==> config.mk <==
export PLATFORM = sky130hd
export DESIGN_NAME = wab_back
export DESIGN_NICKNAME = d
export VERILOG_FILES = /design/src/rtl/core/wab_pkg.sv /design/src/rtl/core/wab_div.sv /design/src/rtl/core/wab_back.sv
export SDC_FILE = /design/constraint.sdc
export NUM_CORES = 1
export LEC_CHECK = 0
export BUFFER_PORTS_ARGS = -buffer_cell sky130_fd_sc_hd__buf_2
export CAP_MARGIN = 0
export CORE_ASPECT_RATIO = 0.7
export CORE_MARGIN = 2
export CORE_UTILIZATION = 65
export DETAILED_ROUTE_END_ITERATION = 10
export PLACE_DENSITY = 0.85
export REMOVE_ABC_BUFFERS = 1
export SLEW_MARGIN = 0
export SYNTH_ARGS = -nofsm -noshare
export SYNTH_HDL_FRONTEND = slang
export SYNTH_SLANG_ARGS = --single-unit
==> constraint.sdc <==
create_clock -name clk_i -period 15.8 [get_ports clk_i]
set_clock_uncertainty 0.2 [all_clocks]
set_input_delay 0.79 -clock clk_i [delete_from_list [all_inputs] [get_ports clk_i]]
set_output_delay 0.79 -clock clk_i [all_outputs]
set_load 0.02 [all_outputs]
==> src/rtl/core/wab_pkg.sv <==
// Shared definitions for the weighted average blend block.
// Holds the Q1.16 constants, the saturation helper, the back-end state type and
// the front-end status struct. Depends on nothing.
package wab_pkg;

  localparam int unsigned Q_W            = 17;
  localparam int unsigned Q_FRAC         = 16;
  localparam logic [16:0] Q_ONE          = 17'h10000;
  localparam int unsigned MAX_POINTS_DEF = 64;
  localparam int unsigned QUEUE_DEPTH    = 2;

  typedef enum logic [1:0] {
    BS_IDLE,
    BS_DIVIDE,
    BS_WALK
  } back_state_e;

  // Batch-end markers still travelling through the front pipeline.
  typedef struct packed {
    logic s1_last;
    logic s2_last;
  } front_stat_t;

  // Clamp a raw 17-bit code to the Q1.16 range 0..1.0.
  function automatic logic [16:0] sat_q(input logic [16:0] v);
    logic [16:0] r;
    r = (v > Q_ONE) ? Q_ONE : v;
    return r;
  endfunction

endpackage

==> src/rtl/core/wab_div.sv <==
// Restoring divider that produces one quotient bit per cycle.
// The caller guarantees that the quotient fits in Q_W bits. Uses wab_pkg.
module wab_div
  import wab_pkg::*;
#(
  parameter int unsigned DividendW = 39,
  parameter int unsigned DivisorW  = 23
) (
  input  logic                 clk_i,
  input  logic                 rst_ni,
  input  logic                 start_i,
  input  logic [DividendW-1:0] dividend_i,
  input  logic [DivisorW-1:0]  divisor_i,
  output logic                 done_o,
  output logic [Q_W-1:0]       quot_o
);

  localparam int unsigned CntW = $clog2(Q_W + 1);

  logic [DivisorW-1:0] rem_q, rem_d;
  logic [DivisorW-1:0] dvs_q;
  logic [Q_W-1:0]      dvd_q, dvd_d;
  logic [Q_W-1:0]      quo_q, quo_d;
  logic [CntW-1:0]     cnt_q, cnt_d;
  logic                run_q, run_d;
  logic                done_q, done_d;
  logic [DivisorW:0]   trial;
  logic [DivisorW:0]   diff;
  logic                ge;

  always_comb begin
    trial  = {rem_q, dvd_q[Q_W-1]};
    diff   = trial - {1'b0, dvs_q};
    ge     = (trial >= {1'b0, dvs_q});
    rem_d  = rem_q;
    dvd_d  = dvd_q;
    quo_d  = quo_q;
    cnt_d  = cnt_q;
    run_d  = run_q;
    done_d = 1'b0;
    if (start_i) begin
      rem_d = DivisorW'(dividend_i >> Q_W);
      dvd_d = dividend_i[Q_W-1:0];
      quo_d = '0;
      cnt_d = CntW'(Q_W);
      run_d = 1'b1;
    end else if (run_q) begin
      rem_d = ge ? diff[DivisorW-1:0] : trial[DivisorW-1:0];
      dvd_d = {dvd_q[Q_W-2:0], 1'b0};
      quo_d = {quo_q[Q_W-2:0], ge};
      cnt_d = cnt_q - CntW'(1);
      if (cnt_q == CntW'(1)) begin
        run_d  = 1'b0;
        done_d = 1'b1;
      end
    end
  end

  always_ff @(posedge clk_i or negedge rst_ni) begin
    if (!rst_ni) begin
      cnt_q  <= '0;
      run_q  <= 1'b0;
      done_q <= 1'b0;
    end else begin
      cnt_q  <= cnt_d;
      run_q  <= run_d;
      done_q <= done_d;
    end
  end

  always_ff @(posedge clk_i) begin
    rem_q <= rem_d;
    dvd_q <= dvd_d;
    quo_q <= quo_d;
    if (start_i) begin
      dvs_q <= divisor_i;
    end
  end

  assign done_o = done_q;
  assign quot_o = quo_q;

endmodule

==> src/rtl/core/wab_back.sv <==
// Back end: takes a batch descriptor, divides for the average, then walks the
// stored points and emits one blended result per cycle. Uses wab_pkg, wab_div.
module wab_back
  import wab_pkg::*;
#(
  parameter int unsigned MaxPoints = MAX_POINTS_DEF,
  localparam int unsigned L     = $clog2(MaxPoints),
  localparam int unsigned IdxW  = (L > 0) ? L : 1,
  localparam int unsigned AddrW = IdxW + 1,
  localparam int unsigned DataW = 2 * Q_W + 1,
  localparam int unsigned CntW  = $clog2(MaxPoints + 1),
  localparam int unsigned SumW  = 33 + L,
  localparam int unsigned TotW  = 17 + L,
  localparam int unsigned DescW = 1 + CntW + SumW + TotW
) (
  input  logic             clk_i,
  input  logic             rst_ni,
  input  logic             q_valid_i,
  input  logic [DescW-1:0] desc_i,
  output logic             pop_o,
  output logic [AddrW-1:0] ram_raddr_o,
  input  logic [DataW-1:0] ram_rdata_i,
  output logic             busy_o,
  output logic             result_valid_o,
  output logic [Q_W-1:0]   new_weight_o,
  output logic             changed_o,
  output logic             last_result_o
);

  localparam int unsigned DiffW = Q_W + 1;
  localparam int unsigned ProdW = 2 * DiffW;
  localparam logic signed [ProdW-1:0] OneS = ProdW'(Q_ONE);

  back_state_e state_q, state_d;

  logic                    desc_bank;
  logic [CntW-1:0]         desc_n;
  logic [SumW-1:0]         desc_wsum;
  logic [TotW-1:0]         desc_itot;
  logic                    div_start, div_done;
  logic [Q_W-1:0]          div_quot;
  logic                    pop;
  logic                    rd_issue;
  logic                    at_end;
  logic [CntW-1:0]         k_q, k_d;
  logic [CntW-1:0]         n_q;
  logic                    bank_q;
  logic                    blend_q;
  logic [Q_W-1:0]          avg_q;
  logic                    rd_v_q, rd_last_q;
  logic                    mul_v_q, mul_last_q, mul_has_q;
  logic [Q_W-1:0]          mul_old_q;
  logic signed [ProdW-1:0] prod_q;
  logic [Q_W-1:0]          rd_w, rd_infl;
  logic                    rd_has;
  logic signed [DiffW-1:0] diff;
  logic signed [ProdW-1:0] res_full;
  logic [Q_W-1:0]          clamped;
  logic                    out_v_q, out_ch_q, out_last_q;
  logic [Q_W-1:0]          out_nw_q;

  assign {desc_bank, desc_n, desc_wsum, desc_itot} = desc_i;

  wab_div #(
    .DividendW(SumW),
    .DivisorW (TotW)
  ) u_div (
    .clk_i     (clk_i),
    .rst_ni    (rst_ni),
    .start_i   (div_start),
    .dividend_i(desc_wsum),
    .divisor_i (desc_itot),
    .done_o    (div_done),
    .quot_o    (div_quot)
  );

  assign at_end = (k_q == (n_q - CntW'(1)));

  always_comb begin
    state_d   = state_q;
    pop       = 1'b0;
    div_start = 1'b0;
    rd_issue  = 1'b0;
    k_d       = k_q;
    unique case (state_q)
      BS_IDLE: begin
        // A new batch starts only once the previous one has left the read and multiply stages.
        if (q_valid_i && !rd_v_q && !mul_v_q) begin
          pop = 1'b1;
          k_d = '0;
          if (desc_n != '0) begin
            if (desc_itot != '0) begin
              div_start = 1'b1;
              state_d   = BS_DIVIDE;
            end else begin
              state_d = BS_WALK;
            end
          end
        end
      end
      BS_DIVIDE: begin
        if (div_done) begin
          state_d = BS_WALK;
        end
      end
      BS_WALK: begin
        rd_issue = 1'b1;
        k_d      = k_q + CntW'(1);
        if (at_end) begin
          state_d = BS_IDLE;
        end
      end
      default: begin
        state_d = BS_IDLE;
      end
    endcase
  end

  always_ff @(posedge clk_i or negedge rst_ni) begin
    if (!rst_ni) begin
      state_q <= BS_IDLE;
      rd_v_q  <= 1'b0;
      mul_v_q <= 1'b0;
      out_v_q <= 1'b0;
    end else begin
      state_q <= state_d;
      rd_v_q  <= rd_issue;
      mul_v_q <= rd_v_q;
      out_v_q <= mul_v_q;
    end
  end

  always_comb begin
    rd_w    = ram_rdata_i[Q_W-1:0];
    rd_infl = ram_rdata_i[2*Q_W-1:Q_W];
    rd_has  = ram_rdata_i[2*Q_W];
    diff    = $signed({1'b0, avg_q}) - $signed({1'b0, rd_w});
  end

  always_comb begin
    res_full = $signed(ProdW'(mul_old_q)) + (prod_q >>> Q_FRAC);
    if (res_full < 0) begin
      clamped = '0;
    end else if (res_full > OneS) begin
      clamped = Q_ONE;
    end else begin
      clamped = res_full[Q_W-1:0];
    end
  end

  always_ff @(posedge clk_i) begin
    k_q <= k_d;
    if (pop) begin
      bank_q  <= desc_bank;
      n_q     <= desc_n;
      blend_q <= (desc_itot != '0);
    end
    if (div_done) begin
      avg_q <= sat_q(div_quot);
    end
    rd_last_q <= rd_issue && at_end;
    if (rd_v_q) begin
      mul_old_q  <= rd_w;
      mul_has_q  <= rd_has;
      mul_last_q <= rd_last_q;
      prod_q     <= diff * $signed({1'b0, rd_infl});
    end
    if (mul_v_q) begin
      out_nw_q <= mul_has_q ? (blend_q ? clamped : mul_old_q) : '0;
    end
    // The flags are cleared between results so that they only show with one.
    out_ch_q   <= mul_v_q && mul_has_q && blend_q;
    out_last_q <= mul_v_q && mul_last_q;
  end

  assign pop_o          = pop;
  assign ram_raddr_o    = {bank_q, k_q[IdxW-1:0]};
  assign busy_o         = (state_q != BS_IDLE) || rd_v_q || mul_v_q;
  assign result_valid_o = out_v_q;
  assign new_weight_o   = out_nw_q;
  assign changed_o      = out_ch_q;
  assign last_result_o  = out_last_q;

endmodule

## Word-level counts from Yosys, hierarchy flattened

Cells that the tools add are included.

| operators by class | value |
|---|---|
| add/subtract/negate cells | 6 |
| multipliers | 1 |
| order comparisons | 4 |
| eq/ne operators | 8 |
| multiplexer cells | 31 |
| reductions and logical operators | 18 |

Operators by type and width:

| kind | count |
|---|---|
| 17-bit 2-to-1 mux | 5 |
| 22-bit 2-to-1 mux | 2 |
| 18-bit by 18-bit multiplier with 36-bit output | 1 |
| 24-bit by 23-bit >= comparator with 1-bit output | 1 |
| 23-bit 2-to-1 mux | 1 |
| 23-bit nonzero test | 1 |
| 23-bit subtractor | 1 |
| 18-bit by 20-bit adder with 21-bit output | 1 |
| 21-bit by 18-bit > comparator with 1-bit output, second input constant | 1 |
| 21-bit by 1-bit less-than comparator with 1-bit output, second input constant | 1 |
| 17-bit by 17-bit subtractor with 18-bit output | 1 |
| 17-bit > comparator, second input constant | 1 |
| 7-bit case mux with 2 select lines | 1 |
| 1-bit 2-to-1 mux | 13 |
| 2-bit 2-to-1 mux | 5 |
| 5-bit 2-to-1 mux | 2 |
| 7-bit by 1-bit adder with 7-bit output, second input constant | 1 |
| 7-bit == test | 1 |
| 7-bit 2-to-1 mux | 1 |
| 7-bit nonzero test | 1 |
| 7-bit by 1-bit subtractor with 7-bit output, second input constant | 1 |
| 1-bit logical AND | 6 |
| 2-bit != test, second input constant | 3 |
| 2-bit case mux with 3 select lines | 1 |
| other kinds (11) | 15 |

| storage, ports and cells | value |
|---|---|
| flip-flop bits (word level) | 200 |
| input bits | 108 |
| output and inout port bits | 29 |
| word-level logic and storage cells | 93 |

## Longest topological paths before layout

Gate-level depths: netlist of the first run.

| depth | value |
|---|---|
| depth in word-level cells | 6 |
| gate-level depth with buffers | 32 |
| gate-level depth less buffers | 31 |

## Cells and area by module

A second synthesis of the first run with hierarchy kept.

| second synthesis, totals | value |
|---|---|
| cell total of the unflattened synthesis | 2170 |
| area total of the unflattened synthesis | 21576.9 um^2 |

Modules (own cells, without submodules):

| module | times used | cells an instance | area an instance (um^2) | seq. area each (um^2) |
|---|---|---|---|---|
| wab_back | 1 | 1712 | 16709.8 | 2857.7 |
| wab_div | 1 | 458 | 4867.2 | 2397.3 |

## Least setup slack after synthesis of the first run

Ideal clock, no wire load.

| path | value |
|---|---|
| kind | input-to-reg |
| start point | input ram_rdata_i[5] |
| end point | register prod_q[34], data pin |
| setup time | 0.258 ns |
| arrival time | 8.430 ns |
| data required time | 15.342 ns |
| setup slack | 6.913 ns |
| stages on the path | 29 |
| buffers on the path | 2 |
| path through | inv_1 ha_1 o21a_1 o21ai_0 a311oi_1 o21a_1 o311ai_1 a21oi_1 nor3_1 buf_2 nand2_1 fa_1 fa_1 clkbuf_1 xnor2_1 xnor2_1 fa_1 fa_1 inv_1 fa_1 inv_1 ha_1 nand3_1 or3_1 o22ai_1 a21oi_1 o311ai_0 a21oi_1 xnor2_1 |

| on the way | value |
|---|---|
| word-level cells in the longest chain between the ends | 2 |

RTL lines:

| item | RTL line | RTL |
|---|---|---|
| start: declaration | wab_back.sv:22 | `input logic [DataW-1:0] ram_rdata_i,` |
| 17-bit by 17-bit subtractor with 18-bit output | wab_back.sv:137 | `diff = $signed({1'b0, avg_q}) - $signed({1'b0, rd_w});` |
| 18-bit by 18-bit multiplier with 36-bit output | wab_back.sv:166 | `prod_q <= diff * $signed({1'b0, rd_infl});` |
| end signal: assignment | wab_back.sv:166 |  |
| end: declaration | wab_back.sv:53 | `logic signed [ProdW-1:0] prod_q;` |

No other way between the ends.
A chain may end at the register's enable or synchronous reset.

## Worst setup path in the final report of the first run

| path | value |
|---|---|
| start point | register avg_q[0] |
| end point | register prod_q[34], data pin |

| on the way | value |
|---|---|
| word-level cells in the longest chain between the ends | 2 |

RTL lines:

| item | RTL line | RTL |
|---|---|---|
| start: declaration | wab_back.sv:49 | `logic [Q_W-1:0] avg_q;` |
| start signal: assignment | wab_back.sv:159 | `avg_q <= sat_q(div_quot);` |
| 17-bit by 17-bit subtractor with 18-bit output | wab_back.sv:137 |  |
| 18-bit by 18-bit multiplier with 36-bit output | wab_back.sv:166 |  |

No other way between the ends.

==> results.sh, run 1 <==
export IMPL_ios=137
export IMPL_numCtsBuffers=17
export IMPL_outcome="finished clean"
export IMPL_syn2layout_area_growth_pct=7.259
export IMPL_htree_num_levels=4
export IMPL_gp_congestion=0.9538
export IMPL_worstMarginPinSlew_ns=1.192
export IMPL_finalHoldViolCount=0
export IMPL_first_pass_iters=6
export IMPL_synth_top_family_by_area="adder cells"
export IMPL_ys_flop_type="edfxtp_1"
export IMPL_drc_errors=0
export IMPL_synth_edf_count=151
export IMPL_hpwlAfterDp_mm=42.69
export IMPL_arrival_ns=10.11
export IMPL_crit_slowest_cell="a41o_1"
export IMPL_grt_overflow_total=0
export IMPL_synthAdderAreaFrac=0.3578
export IMPL_synthMuxAreaShare=0.01175
export IMPL_r2r_cells=29
export IMPL_grt_max_degree=53
export IMPL_synthDistinctLibCells=68
export IMPL_initial_core_util=0.6633
export IMPL_final_antenna_net_count=0
export IMPL_std_cell_rows=56
export IMPL_antenna_found_initial=1
export IMPL_finalCritPeriodShare=0.6399
export IMPL_chipHeight_um=159.2
export IMPL_fin_setup_tns_ns=0
export IMPL_maxCapViolCount=0
export IMPL_syn_inst=2363
export IMPL_die_area_sq_um=35920
export IMPL_clock_sinks=184
export IMPL_path_max_fanout=35
export IMPL_min_period_ns=10.11
export IMPL_wl_per_cell_um=18.68
export IMPL_finalSetupViolations=0
export IMPL_avgViaCountPerCell=5.833
export IMPL_critPathMaxStageDelay_ns=1.03
export IMPL_cts_buffer_depth=2
export IMPL_drive_above_1_share=0.08819
export IMPL_core_area_sq_um=33700
export IMPL_synthSimpleGateAreaFrac=0.1647
export IMPL_synth_top_cell_by_area="fa_1"
export IMPL_post_cts_setup_buffers=0
export IMPL_io_buffers=136
export IMPL_tritoncts="done"
export IMPL_routed_wl_mm=54.22
export IMPL_whs_path_depth=0
export IMPL_num_vias=16930
export IMPL_slew_viol_final=0
export IMPL_grt_pass1_wl_mm=89.30
export IMPL_synth_top_cell_area_share=0.2749
export IMPL_synth_compound_area_frac=0.09520
export IMPL_grt_pass1_vias=17640
export IMPL_crit_top_cell="fa_1"
export IMPL_synth_xor_area_frac=0.04035
export IMPL_async_flop_share=0.06522
export IMPL_die_w_um=225.7
export IMPL_critPathCaptureType="register"
export IMPL_layout_common_cells="inv_1 (439), fa_1 (307), nand2_1 (306), edfxtp_1 (151), ha_1 (148)"
export IMPL_yosysSeqAreaShare=0.2351
export IMPL_slew_headroom=0.2054
export IMPL_fmax_ghz=0.09890
export IMPL_root_buffer="clkbuf_16"
export IMPL_netlist_area_sq_um=22360
export IMPL_cp_required_ns=15.80
export IMPL_syn_avg_cell_area_sq_um=9.461
export IMPL_synth_area_top_cells="fa_1 (27%), edfxtp_1 (20%), ha_1 (8.3%)"
export IMPL_rsz0062_at_grt="false"
export IMPL_synth_warnings=0
export IMPL_num_antenna_cells=0
export IMPL_fin_nets=2988
export IMPL_grt_use_total=0.3162
export IMPL_clkLatencyLatePin_ns=0.46
export IMPL_hp_class="reg -> reg"
export IMPL_final_common_cell="inv_1"
export IMPL_ys_ff_latch=184
export IMPL_worstSetupPathType="reg -> reg"
export IMPL_cp_start_kind="register"
export IMPL_drt_iter0_markers=1462
export IMPL_cts_clk_slew_worst_paths_ns=0.08
-- synth_stat cells, types with 10 or more instances --
cell type and count:
and2_1 141, nand2b_1 21, ha_1 148, o211ai_1 24, and3_1 11, o31ai_1 16, a21o_1 30, clkbuf_1 88
a311oi_1 12, nand3_1 29, fa_1 307, nor3_1 20, o21a_1 18, xnor2_1 58, dfrtp_1 12, edfxtp_1 151
o311ai_0 14, a31oi_1 10, xor2_1 45, dfxtp_1 21, o21ai_0 34, a21oi_1 62, nor2_1 77, nand2_1 306
nor2b_1 68, nor4_1 34, mux2i_1 24, inv_1 440
-- cell type report --
| type | instances | area (sq um) |
|---|---|---|
| Inverter | 440 | 1652 |
| Sequential cell | 184 | 5255 |
| Tap cell | 464 | 580.6 |
| Fill cell | 2469 | 9724 |
| Clock buffer | 17 | 425.4 |
| Multi-Input combinational cell | 1628 | 15030 |
| Clock inverter | 15 | 220.2 |
| Timing Repair Buffer | 154 | 818.3 |
-- cells by family (layout without fill, tap and decap cells) --
kind of cell    count (synthesis)  in the layout
flops                         184            184
fa+ha+maj                     455            455
mux                            26             26
xor+xnor                      103            103
buf+inv                       551            626
compound gates                297            297
simple gates                  747            747
-- path summary, 6_finish.rpt --
kind / from / endpoint / slack, ns
worst max-delay path: avg_q[0] / prod_q[34] / 5.69
worst min-delay path: rd_last_q / mul_last_q / 0.22
worst max register to register: avg_q[0] / prod_q[34] / 5.69
worst min register to register: rd_last_q / mul_last_q / 0.22
max in group asynchronous: rst_ni / mul_v_q / 14.62
min in group asynchronous: rst_ni / u_div.cnt_q[3] / 0.54
-- layer usage --
layer / vias to the layer above / wire length (um) / track usage
met5: - / 12 / 0
met3: 111 / 5004 / 0.06754
met4: 2 / 1338 / 0.09693
met1: 8299 / 22890 / 0.4433
li1: 7742 / - / -
met2: 772 / 24970 / 0.4979
-- critical path, delay by kind of cell (launching register included) --
family                     cells  cell delay, ns
buffers and inverters          5            0.29
AOI/OAI and AO/OA             10            4.24
and+or+nand+nor                5            1.12
xor gates and xnor gates       1            0.09
DFF                            1            0.46
adders and majority gates      8            3.44
-- timing repair --
| action | 4_1_cts | 5_1_grt |
|---|---|---|
| resized for setup | 0 | 0 |
| hold buffers | 1 | 0 |
| hold endpoints to repair | 4 | 0 |
-- metrics by stage --
| stage | setup WS (ns) | area, sq um | cells | hold WS (ns) | util |
|---|---|---|---|---|---|
| 6_report | 5.689 | 23980 | 2902 | 0.2178 | 0.7115 |
| 5_1_grt | 5.438 | 23980 | 2902 | 0.2368 | 0.7115 |
| 4_1_cts | 5.948 | 23980 | 2902 | 0.2204 | 0.7115 |
| 3_5_place_dp | 5.652 | 23320 | 2869 | 0.1933 | 0.6920 |
| 3_3_place_gp | 6.013 | 23320 | 2869 | 0.1895 | 0.6920 |
| 2_1_floorplan | 6.167 | 21880 | 2252 | 0.1855 | - |
-- state kept, by name (all words and copies together) (netlist names), 2 cells and up --
name / cells
new_weight_o: 17
n_q: 7
u_div.cnt_q: 5
u_div.quot_o: 17
prod_q: 20
u_div.rem_q: 23
state_q: 2
avg_q: 17
u_div.dvs_q: 23
mul_old_q: 17
k_q: 7
u_div.dvd_q: 17
Power of run 1 is not shown: default switching activity piles up to over one toggle a cycle in this logic, so the estimate is an artifact.
==> run 2: changes to the inputs <==
--- a/config.mk
+++ b/config.mk
@@ -9,9 +9,9 @@
 export CAP_MARGIN = 0
 export CORE_ASPECT_RATIO = 0.7
 export CORE_MARGIN = 2
-export CORE_UTILIZATION = 65
+export CORE_UTILIZATION = 58
 export DETAILED_ROUTE_END_ITERATION = 10
-export PLACE_DENSITY = 0.85
+export PLACE_DENSITY = 0.81
 export REMOVE_ABC_BUFFERS = 1
 export SLEW_MARGIN = 0
 export SYNTH_ARGS = -nofsm -noshare
==> constraint.sdc (replaced) <==
create_clock -name clk_i -period 8.92 [get_ports clk_i]
set_clock_uncertainty 0.2 [all_clocks]
set_input_delay 0.446 -clock clk_i [delete_from_list [all_inputs] [get_ports clk_i]]
set_output_delay 0.446 -clock clk_i [all_outputs]
set_load 0.02 [all_outputs]
==> run 2 against run 1 <==
Final cell count grew 2.8%. Critical endpoint unchanged. Count of clock-buffer cells in the layout rose by 3. Critical path depth increased by 4. Critical path type is now in -> reg. Non-clock buffer count grew 49.
==> results.sh, run 2 (synthesized netlist as in run 1, its figures left out) <==
export IMPL_placed_cell_area_sq_um=23460
export IMPL_cts_clk_slew_worst_paths_ns=0.07
export IMPL_clkLatencyLatePin_ns=0.45
export IMPL_arrival_ns=8.54
export IMPL_worstMarginPinSlew_ns=1.117
export IMPL_finalCritPeriodShare=0.9593
export IMPL_grt_pass1_vias=18290
export IMPL_wl_per_cell_um=18.55
export IMPL_ios=137
export IMPL_core_area_sq_um=38210
export IMPL_num_vias=17300
export IMPL_min_period_ns=8.557
export IMPL_first_pass_iters=6
export IMPL_drive_above_1_share=0.09369
export IMPL_crit_slowest_cell="fa_1"
export IMPL_initial_core_util=0.5850
export IMPL_routed_wl_mm=55.35
export IMPL_finalHoldViolCount=0
export IMPL_fin_nets=3037
export IMPL_num_antenna_cells=0
export IMPL_fin_cells=2983
export IMPL_grt_max_degree=70
export IMPL_outcome="finished clean"
export IMPL_worstSetupPathType="in -> reg"
export IMPL_clock_sinks=184
export IMPL_grt_pass1_wl_mm=92.33
export IMPL_use_met3=0.05362
export IMPL_htree_num_levels=4
export IMPL_layout_common_cells="inv_1 (439), nand2_1 (306), fa_1 (306), edfxtp_1 (151), ha_1 (148)"
export IMPL_io_buffers=136
export IMPL_placed_cells=2917
export IMPL_critPathMaxStageDelay_ns=0.59
export IMPL_final_common_cell="inv_1"
export IMPL_die_w_um=238.7
export IMPL_std_cell_rows=60
export IMPL_hpwlAfterDp_mm=42.88
export IMPL_slew_viol_final=0
export IMPL_grt_overflow_total=0
export IMPL_gp_congestion=0.9772
export IMPL_numCtsBuffers=17
export IMPL_hp_class="in -> reg"
export IMPL_critPathCaptureType="register"
export IMPL_cts_buffer_depth=2
export IMPL_fin_setup_tns_ns=0
export IMPL_path_max_fanout=16
export IMPL_antenna_found_initial=0
export IMPL_tritoncts="done"
export IMPL_final_antenna_net_count=0
export IMPL_slew_headroom=0.2455
export IMPL_fmax_ghz=0.1169
export IMPL_reg_top3="u_div.dvs_q x23, u_div.rem_q x23, prod_q x20"
export IMPL_root_buffer="clkbuf_16"
export IMPL_design_area_sq_um=24480
export IMPL_finalSetupViolations=0
export IMPL_maxCapViolCount=0
export IMPL_die_area_sq_um=40150
export IMPL_grtUsageMet2=0.4750
export IMPL_grt_busiest_layer="met2"
export IMPL_post_cts_setup_buffers=0
export IMPL_cp_required_ns=8.91
export IMPL_drt_iter0_markers=1400
export IMPL_chipHeight_um=168.3
export IMPL_syn2layout_area_growth_pct=9.515
export IMPL_cp_start_kind="input pin"
export IMPL_crit_top_cell="fa_1"
export IMPL_grtUsageMet1=0.3872
export IMPL_drc_errors=0
export IMPL_grt_use_total=0.2873
export IMPL_avgViaCountPerCell=5.801
==> run 2: changes by cell type in the layout (fill, tap and decap cells not counted), moves of 3 or more <==
cell / change
buf_4: +13
inv_8: +3
xnor2_2: -3
clkinv_8: -6
dlygate4sd3_1: +33
xnor2_1: +3
==> run 2: per-stage QoR <==
stage	util	hold WS [ns]	worst slack (ns)
after detailed placement	0.6140	0.1502	0.02079
after floorplan	-	-0.04959	-0.3693
final	0.6407	0.03003	0.3627
after CTS	0.6390	0.0003489	0.07842
after global routing	0.6407	0.002116	-0.05270
after global placement	0.6140	0.1503	0.2740
==> run 2: path summary, 6_finish.rpt <==
| path | cells past startpoint | startpoint | end | slack, ns |
|---|---|---|---|---|
| min in group asynchronous | 2 | rst_ni | mul_v_q | 0.22 |
| worst min-delay path | 1 | desc_i[62] | n_q[0] | 0.03 |
| worst max-delay path | 33 | ram_rdata_i[2] | prod_q[34] | 0.36 |
| max in group asynchronous | 2 | rst_ni | rd_v_q | 8.07 |
| worst max register to register | 31 | avg_q[0] | prod_q[34] | 0.51 |
| worst min register to register | 0 | rd_last_q | mul_last_q | 0.21 |
==> run 2: per-layer routing <==
layer	vias up	wire [um]
li1	7816	-
met3	128	4224
met5	-	0
met4	0	1619
met2	804	26590
met1	8555	22920
==> run 2: worst max-delay path, delay by kind of cell <==
family / cells / cell delay (ns)
AO/OA/AOI/OAI: 12 / 2.22
AND/OR/NAND/NOR: 3 / 0.49
adder cells (fa/ha/maj): 8 / 3.77
XOR/XNOR: 1 / 0.09
buffers and inverters: 9 / 1.48
==> run 2: repair_timing <==
item / 4_1_cts / 5_1_grt
endpoints found under the hold margin: 44 / 1
setup endpoints to repair: 0 / 13
hold buffers: 33 / 1
gates resized for setup: 0 / 14
==> run 2: area by class of cell <==
class,instances,area [sq um]
timing repair buffer,203,1297
sequential,184,5255
clock inverter,12,145.1
clock buffer,20,479.2
tap,496,620.6
multi-input combinational,1628,15030
inverter,440,1652
fill,2971,13730
Power of run 2 is left out for the same reason.
